<file path="config.mk">
export PLATFORM = sky130hd
export DESIGN_NAME = stable_priority_queue
export DESIGN_NICKNAME = d
export VERILOG_FILES = /design/src/sv/spq_pkg.sv /design/src/sv/spq_ctrl.sv /design/src/sv/spq_dp.sv /design/src/sv/stable_priority_queue.sv
export SDC_FILE = /design/constraint.sdc
export NUM_CORES = 2
export LEC_CHECK = 0
export ABC_CLOCK_PERIOD_IN_PS = 13600
export BUFFER_PORTS_ARGS = -buffer_cell sky130_fd_sc_hd__buf_2
export CAP_MARGIN = 20
export CORE_MARGIN = 2
export CORE_UTILIZATION = 40
export DETAILED_ROUTE_END_ITERATION = 7
export MAX_ROUTING_LAYER = met4
export SETUP_SLACK_MARGIN = 0.5
export SYNTH_ARGS = -nofsm -noshare
export SYNTH_HDL_FRONTEND = slang
export SYNTH_HIERARCHICAL = 1
export SYNTH_SLANG_ARGS = --single-unit
</file>
<file path="constraint.sdc">
create_clock -name clk -period 13.6 [get_ports clk]
set_input_delay 2.04 -clock clk [delete_from_list [all_inputs] [get_ports clk]]
set_output_delay 2.04 -clock clk [all_outputs]
set_load 0.01 [all_outputs]
</file>
<file path="src/sv/spq_pkg.sv">
package spq_pkg;

  localparam int CAPACITY_DEF = 16;

  localparam int PRIO_W  = 8;
  localparam int CUST_W  = 16;
  localparam int ITEMS_W = 16;
  localparam int OCC_W   = 5;
  localparam int STS_W   = 2;

  localparam int IN_DATA_W  = PRIO_W + CUST_W + ITEMS_W;
  localparam int OUT_DATA_W = PRIO_W + CUST_W + ITEMS_W + OCC_W + 1 + STS_W;

  localparam logic ACT_INSERT = 1'b0;
  localparam logic ACT_REMOVE = 1'b1;

  localparam logic [STS_W-1:0] STS_OK    = 2'd0;
  localparam logic [STS_W-1:0] STS_EMPTY = 2'd1;
  localparam logic [STS_W-1:0] STS_FULL  = 2'd2;

  typedef enum logic {
    STATE_IDLE,
    STATE_HOLD
  } state_t;

  typedef struct packed {
    logic exec;
  } cmd_t;

endpackage

</file>
<file path="src/sv/spq_ctrl.sv">
module spq_ctrl (
  input  logic          clk,
  input  logic          rst,
  input  logic          in_valid,
  output logic          in_ready,
  output logic          out_valid,
  input  logic          out_ready,
  output spq_pkg::cmd_t cmd
);

  spq_pkg::state_t state;
  spq_pkg::state_t state_next;
  logic            take;

  assign take = in_valid && in_ready;

  always_ff @(posedge clk) begin
    if (rst) begin
      state <= spq_pkg::STATE_IDLE;
    end else begin
      state <= state_next;
    end
  end

  always_comb begin
    state_next = state;
    case (state)
      spq_pkg::STATE_IDLE: begin
        if (take) state_next = spq_pkg::STATE_HOLD;
      end
      spq_pkg::STATE_HOLD: begin
        // a new word can replace the one leaving this cycle
        if (!take && out_ready) state_next = spq_pkg::STATE_IDLE;
      end
      default: state_next = spq_pkg::STATE_IDLE;
    endcase
  end

  always_comb begin
    in_ready  = 1'b0;
    out_valid = 1'b0;
    case (state)
      spq_pkg::STATE_IDLE: begin
        in_ready = 1'b1;
      end
      spq_pkg::STATE_HOLD: begin
        out_valid = 1'b1;
        in_ready  = out_ready;
      end
      default: begin
        in_ready  = 1'b0;
        out_valid = 1'b0;
      end
    endcase
    cmd.exec = in_valid && in_ready;
  end

endmodule

</file>
<file path="src/sv/spq_dp.sv">
module spq_dp #(
  parameter int CAPACITY = spq_pkg::CAPACITY_DEF
) (
  input  logic                         clk,
  input  logic                         rst,
  input  spq_pkg::cmd_t                cmd,
  input  logic                         action,
  input  logic [spq_pkg::PRIO_W-1:0]   priority_req,
  input  logic [spq_pkg::CUST_W-1:0]   customer_id,
  input  logic [spq_pkg::ITEMS_W-1:0]  item_count,
  output logic                         removed_valid,
  output logic [spq_pkg::PRIO_W-1:0]   removed_priority,
  output logic [spq_pkg::CUST_W-1:0]   removed_customer,
  output logic [spq_pkg::ITEMS_W-1:0]  removed_items,
  output logic [spq_pkg::OCC_W-1:0]    occupancy,
  output logic                         is_empty,
  output logic [spq_pkg::STS_W-1:0]    status
);

  localparam int CntW = $clog2(CAPACITY + 1);

  typedef struct packed {
    logic [spq_pkg::PRIO_W-1:0]  prio;
    logic [spq_pkg::CUST_W-1:0]  cust;
    logic [spq_pkg::ITEMS_W-1:0] items;
  } entry_t;

  entry_t              cells      [CAPACITY];
  entry_t              cells_next [CAPACITY];
  logic [CAPACITY-1:0] le;
  logic [CAPACITY-1:0] prev_le;
  entry_t              below      [CAPACITY];
  entry_t              above      [CAPACITY];
  entry_t              new_entry;

  logic [CntW-1:0]     count;
  logic [CntW-1:0]     count_next;
  logic                full;
  logic                empty;
  logic                ins_ok;
  logic                rem_ok;
  logic [CntW+spq_pkg::OCC_W-1:0] occ_ext;

  assign new_entry = '{prio: priority_req, cust: customer_id, items: item_count};
  assign full      = (count == CntW'(CAPACITY));
  assign empty     = (count == '0);
  assign ins_ok    = cmd.exec && (action == spq_pkg::ACT_INSERT) && !full;
  assign rem_ok    = cmd.exec && (action == spq_pkg::ACT_REMOVE) && !empty;

  // Each cell compares itself with the new priority; the held cells that
  // sort before or equal to it form a prefix, the rest shift down one place.
  for (genvar gi = 0; gi < CAPACITY; gi++) begin : g_cell
    assign le[gi] = (CntW'(gi) < count) && (cells[gi].prio <= priority_req);

    if (gi == 0) begin : g_first
      assign prev_le[gi] = 1'b1;
      assign below[gi]   = new_entry;
    end else begin : g_rest
      assign prev_le[gi] = le[gi-1];
      assign below[gi]   = cells[gi-1];
    end

    if (gi == CAPACITY - 1) begin : g_last
      assign above[gi] = cells[gi];
    end else begin : g_mid
      assign above[gi] = cells[gi+1];
    end

    always_comb begin
      cells_next[gi] = cells[gi];
      if (ins_ok) begin
        if (le[gi]) begin
          cells_next[gi] = cells[gi];
        end else if (prev_le[gi]) begin
          cells_next[gi] = new_entry;
        end else begin
          cells_next[gi] = below[gi];
        end
      end else if (rem_ok) begin
        cells_next[gi] = above[gi];
      end
    end

    always_ff @(posedge clk) begin
      cells[gi] <= cells_next[gi];
    end
  end

  always_comb begin
    count_next = count;
    if (ins_ok) begin
      count_next = count + CntW'(1);
    end else if (rem_ok) begin
      count_next = count - CntW'(1);
    end
  end

  assign occ_ext = {{spq_pkg::OCC_W{1'b0}}, count_next};

  always_ff @(posedge clk) begin
    if (rst) begin
      count <= '0;
    end else begin
      count <= count_next;
    end
  end

  always_ff @(posedge clk) begin
    if (cmd.exec) begin
      removed_valid    <= rem_ok;
      removed_priority <= rem_ok ? cells[0].prio  : '0;
      removed_customer <= rem_ok ? cells[0].cust  : '0;
      removed_items    <= rem_ok ? cells[0].items : '0;
      occupancy        <= occ_ext[spq_pkg::OCC_W-1:0];
      is_empty         <= (count_next == '0);
      if (action == spq_pkg::ACT_INSERT) begin
        status <= full ? spq_pkg::STS_FULL : spq_pkg::STS_OK;
      end else begin
        status <= empty ? spq_pkg::STS_EMPTY : spq_pkg::STS_OK;
      end
    end
  end

endmodule

</file>
<file path="src/sv/stable_priority_queue.sv">
// Sorted priority queue of up to CAPACITY customer entries. Each input word
// either inserts an entry (tuser 0) or removes the head (tuser 1), and each
// produces exactly one output word carrying the removed entry, the occupancy
// after the operation, an empty flag and a status code. Lowest priority value
// leaves first; equal priorities leave in arrival order. The entries sit in a
// row of register cells that all compare against the new priority at once,
// so an operation completes in the cycle it is accepted and the result is
// shown the next cycle from an output register. With the output taken every
// cycle the block accepts one word per clock; a stalled output holds the
// result and blocks input until it drains. Removal from an empty queue and
// insertion into a full queue change nothing and are reported in status.
module stable_priority_queue #(
  parameter int CAPACITY = spq_pkg::CAPACITY_DEF
) (
  input  logic                              clk,
  input  logic                              rst,
  input  logic                              s_axis_tvalid,
  output logic                              s_axis_tready,
  // priority_req[7:0], customer_id[23:8], item_count[39:24]
  input  logic [spq_pkg::IN_DATA_W-1:0]     s_axis_tdata,
  // action (0 insert, 1 remove)
  input  logic                              s_axis_tuser,
  output logic                              m_axis_tvalid,
  input  logic                              m_axis_tready,
  // removed_priority[7:0], removed_customer[23:8], removed_items[39:24],
  // occupancy[44:40], is_empty[45], status[47:46]
  output logic [spq_pkg::OUT_DATA_W-1:0]    m_axis_tdata,
  // removed_valid
  output logic                              m_axis_tuser
);

  spq_pkg::cmd_t                 cmd;
  logic [spq_pkg::PRIO_W-1:0]    removed_priority;
  logic [spq_pkg::CUST_W-1:0]    removed_customer;
  logic [spq_pkg::ITEMS_W-1:0]   removed_items;
  logic [spq_pkg::OCC_W-1:0]     occupancy;
  logic                          is_empty;
  logic [spq_pkg::STS_W-1:0]     status;

  spq_ctrl u_ctrl (
    .clk       (clk),
    .rst       (rst),
    .in_valid  (s_axis_tvalid),
    .in_ready  (s_axis_tready),
    .out_valid (m_axis_tvalid),
    .out_ready (m_axis_tready),
    .cmd       (cmd)
  );

  spq_dp #(
    .CAPACITY (CAPACITY)
  ) u_dp (
    .clk              (clk),
    .rst              (rst),
    .cmd              (cmd),
    .action           (s_axis_tuser),
    .priority_req     (s_axis_tdata[7:0]),
    .customer_id      (s_axis_tdata[23:8]),
    .item_count       (s_axis_tdata[39:24]),
    .removed_valid    (m_axis_tuser),
    .removed_priority (removed_priority),
    .removed_customer (removed_customer),
    .removed_items    (removed_items),
    .occupancy        (occupancy),
    .is_empty         (is_empty),
    .status           (status)
  );

  assign m_axis_tdata = {status, is_empty, occupancy,
                         removed_items, removed_customer, removed_priority};

  // held result blocks new input
  a_stall_blocks_input: assert property (@(posedge clk) disable iff (rst)
    (m_axis_tvalid && !m_axis_tready) |-> !s_axis_tready)
    else $error("input accepted while result stalled");

  // every accepted word produces a result next cycle
  a_accept_gives_result: assert property (@(posedge clk) disable iff (rst)
    (s_axis_tvalid && s_axis_tready) |=> m_axis_tvalid)
    else $error("accepted word produced no result");

  // failed removal leaves the queue empty and removes nothing
  a_empty_status: assert property (@(posedge clk) disable iff (rst)
    (m_axis_tvalid && status == spq_pkg::STS_EMPTY) |-> (is_empty && !m_axis_tuser))
    else $error("empty status inconsistent");

  // a removal never reports a failure code
  a_removed_ok: assert property (@(posedge clk) disable iff (rst)
    (m_axis_tvalid && m_axis_tuser) |-> (status == spq_pkg::STS_OK))
    else $error("removed entry with error status");

endmodule

</file>
# == Yosys cells after proc, flatten, opt, wreduce, memory -nomap -nowiden ==
# Memories as Yosys holds them, arrays and structs flattened.
# Index checks and enable logic that the tools add are counted.
# totals
register_bits,55
mem_bits_rw,640
word_cells,146
mem_count,1
# op_classes
n_addsub,2
magnitude_cmp,32
eq_ne,1
muxes,72
bitwise,2
n_reduce_logical,27
# memory_table
memory,depth,word_bits,read_ports,rd_clocked_by_memory_dff,write_ports,line,source
u_dp.cells,16,40,16,0,16,spq_dp.sv:28,entry_t cells [CAPACITY];
# op_table
cell,n
$mux 40,62
$le 8x8->1,16
$lt 4x5->1 const A,8
$logic_and 1x1->1,22
$lt 3x5->1 const A,4
$logic_not 5->1,2
$lt 1x5->1 const A,2
$lt 2x5->1 const A,2
$mux 5,2
$add 5x1->5 const B,1
$eq 5x5->1 const B,1
$sub 5x1->5 const B,1
$mux 1,4
$mux 2,2
$pmux 1 s2,2
$logic_not 1->1,3
$not 1->1,2

# == Logic depth before layout (Yosys ltp) ==
# logic_depth
word_depth,8
depth_mapped,11
mapped_depth_nobuf,9

# == Hierarchy ==
# Netlist, hierarchy kept.
# modules_own_cells
module,instances,cells_each,area_per_inst_um2,seq_area_each_um2
spq_dp,1,3235,36930.4,20789.9
spq_ctrl,1,5,55.1,20.0
stable_priority_queue,1,1,7.5,0.0

# == Least setup slack after synthesis ==
# Ideal clock, no wire load.
# synth_path
path_type,input to register
from,in s_axis_tdata[1] in the netlist's numbering
to,mem u_dp/cells[0][240] in the netlist's numbering (enable)
setup_ps,493
arrival_ps,6618
required_ps,13107
setup_slack_ps,6489
path_stages,9
n_path_buf,2
cell_sequence,clkbuf_1 inv_1 ha_1 nor2b_1 o211ai_1 a211oi_1 a211oi_4 buf_6 o21ai_0
# synth_lines
item,line,source
"start, declared",stable_priority_queue.sv:20,"input logic [spq_pkg::IN_DATA_W-1:0] s_axis_tdata,"
"end, declared",spq_dp.sv:28,

==> reports/results.tsv <==
metric	value	unit
status	finished clean	
I/O pins	96	
largest net degree at the start of global routing	272	
hold path cells	2	
port buffer count	95	
area leader, netlist	edfxtp_1	
Gate Count Post-Synth	3241	
Tcrit/Tclk final	39.6	%
Layout area overhead	11.2	%
vias in the first global route	24398	
Wirelength per Cell	21.4	µm
FILL cells	8558	
commonest cells in the synthesized netlist	edfxtp_1 (689), nand2_1 (602), mux2i_1 (560), o21ai_0 (443), clkbuf_1 (139)	
Worst R2R End	u_dp/cells[0][112]$_DFFE_PP_	
Syn. warnings	6	
# DRC	0	
placed wire-length estimate	55800	µm
worst path required time	13900	ps
Total Routed Length	95800	µm
RSZ-0062 raised after global routing	no	
Die X	308	µm
#FFs+latches synth	695	
Reg-to-Reg Start	u_dp/count[1]$_SDFF_PP0_	
Placer Congestion	0.844	
WP data arrival	5680	ps
Total Routing Usage GR	20.6	%
Hold Path Origin	u_ctrl/state$_SDFF_PP0_	
vias	24793	
setup_tns	0	ps
hold endpoint	u_ctrl/state$_SDFF_PP0_	
final total power	0.00696	W
FP Rows	111	
Detailed Route Iter0 Violations	2133	
core area	91700	µm²
Initial Utilization	40.4	%
PostCTS Resize Cnt	0	
Pleak	15.1	nW
# H-tree levels	3	
top area cells in the synthesized netlist	edfxtp_1 (56%), mux2i_1 (15%), nand2_1 (6.1%)	
Worst-path clk slew	60	ps
fin area	41100	µm²
Max Root-Sink Buffers	3	
Slew Limit Fails	0	
setup violators final	0	
Power per Cell Area	169	nW/µm²
post-route ant nets	0	
Worst-Margin Slew	1210	ps
crit end category	flip-flop	
Post-synth EDFFs	689	
Die H	308	µm
dpl cell area	38500	µm²
Clk Latency, worst-skew pair	640	ps
CTS tree	yes	
Root Driver	clkbuf_16	
Worst Hold Class	flip-flop to flip-flop	
Worst setup SP type	input port	
hold buffer count at cts	0	
Tmin final	5380	ps
max-cap viol count	0	
TritonCTS Buffers	80	
drt pass-1 iters	5	
postcts setup bufs	0	
final core occ	44.9	%
die area	94900	µm²
main combinational cell family by area after synthesis	multiplexers	
Final #Nets	3399	
FF-to-FF path depth	8	
post-synthesis adder-cell area fraction	4.46	%
Post-synth ARST share	0	%
mux cell area share after synthesis	16.4	%
routed vias/inst	5.54	
xor/xnor share of the synthesized area	0.0947	%
final hold viol count	0	
compound-gate portion of the synthesized area	9.92	%
Post-synth top flop	edfxtp_1	
crit path kind	input port to flip-flop	
Sink Count	695	
top-count cell post-synth	edfxtp_1	
fmax	186	MHz
fraction of layout cells with a size suffix above 1	10.3	%
total gr overflow	0	
Yosys top cell area share	55.9	%
post-synthesis net count	3418	
Cell Area, Synth	37000	µm²
simple-gate portion of the synthesized area	9.49	%
first-pass GRT wire length	148000	µm
Worst Skew	22.2	ps
synthesized area per cell	11.4	µm²
Worst slew margin	19.1	%
Peak VDD IR	0.0000916	V
R2R setup slack	9030	ps
Distinct cells, synth	49	
initial antenna violation count	1	
crit-path max FO	41	
register area share after synthesis	56.3	%
power breakdown:
part           switching [W]  total (W)  internal [W]  leakage, nW
registers           0.000221    0.00313       0.00291         6.58
logic                0.00105    0.00164      0.000598         7.26
clock network       0.000907    0.00218       0.00128         1.28
routing by layer:
layer | GRT usage (%) | part of all wire, % | up-vias | routed length, µm
met5 | - | 0 | - | 0
met4 | 5.60 | 2.4 | 0 | 2280
met3 | 2.97 | 4.9 | 114 | 4690
met2 | 30.8 | 44 | 556 | 42400
met1 | 29.4 | 48 | 12289 | 46500
li1 | - | - | 11834 | -
placed cells by master (no fill, tap or decap), types with 3 or more instances in the layout:
master,count
edfxtp_1,689
nand2_1,600
mux2i_1,560
o21ai_0,431
ha_1,132
a21oi_1,127
nor2_1,105
buf_2,95
clkbuf_16,83
o21ai_1,64
buf_4,46
and2_1,41
mux2_2,40
inv_1,30
nand4_1,28
nor2b_1,19
clkinv_1,18
clkbuf_1,15
nand3_1,15
clkinv_2,14
o211ai_1,14
a211oi_1,14
o21ai_4,14
a21o_1,13
nor3_4,9
bufinv_16,8
dfxtp_1,6
a211oi_4,4
xnor2_1,4
buf_12,4
nand2b_1,3
o22ai_1,3
per-stage QoR:
step	hold slack, ps	instances	setup WS [ps]
4_1_cts	498	4470	8230
3_5_place_dp	491	4325	7570
3_3_place_gp	489	4323	7640
5_1_grt	516	4472	8020
2_1_floorplan	496	3241	6490
6_report	496	4472	8220
cell families after synthesis:
kind of cell | count (synthesis)
AOI/OAI and AO/OA | 696
xor gates and xnor gates | 4
adders and majority gates | 132
buffers and inverters | 278
DFF | 695
muxes | 600
and+or+nand+nor | 836
critical path: stages:
cell	delay (ps)
buf_2	290
inv_1	400
ha_1	450
nand4_1	120
a211oi_1	380
nor3_4	70
buf_4	410
o21ai_4	970
buf_4	480
state kept, by name, summed over array words and instances, names as in the netlist:
signal and count:
u_dp/cells 640, u_dp/removed_customer 16, u_dp/removed_items 16, u_dp/removed_priority 8, u_dp/count 5, u_dp/occupancy 5
u_dp/status 2, u_ctrl/state 1, u_dp/is_empty 1, u_dp/removed_valid 1
worst max-delay path by stage:
stage | to | from | cells after the start | slack (ps)
6_report | u_dp/cells[1][82]$_DFFE_PP_ | s_axis_tdata[7] | 9 | 8220
5_1_grt | u_dp/cells[1][99]$_DFFE_PP_ | s_axis_tdata[7] | 9 | 8020
4_1_cts | u_dp/cells[1][87]$_DFFE_PP_ | s_axis_tdata[7] | 9 | 8230
2_1_floorplan | u_dp/cells[0][240]$_DFFE_PP_ | s_axis_tdata[1] | 9 | 6490
3_5_place_dp | u_dp/cells[1][83]$_DFFE_PP_ | s_axis_tdata[7] | 9 | 7570
3_3_place_gp | u_dp/cells[1][95]$_DFFE_PP_ | s_axis_tdata[3] | 10 | 7640
layout make-up:
cell class,instances,area (µm²),share of cell area [%]
well taps,1186,1480,3.61
flip-flops and latches,695,20800,50.6
repair buffers,146,928,2.26
diodes,1,2.50,0.00608
clock buffers,99,2150,5.22
inverters,31,116,0.283
multi-input cells,2268,15200,36.9
clock inverters,46,467,1.13
No activity file was read; power rests on OpenSTA's default activity.
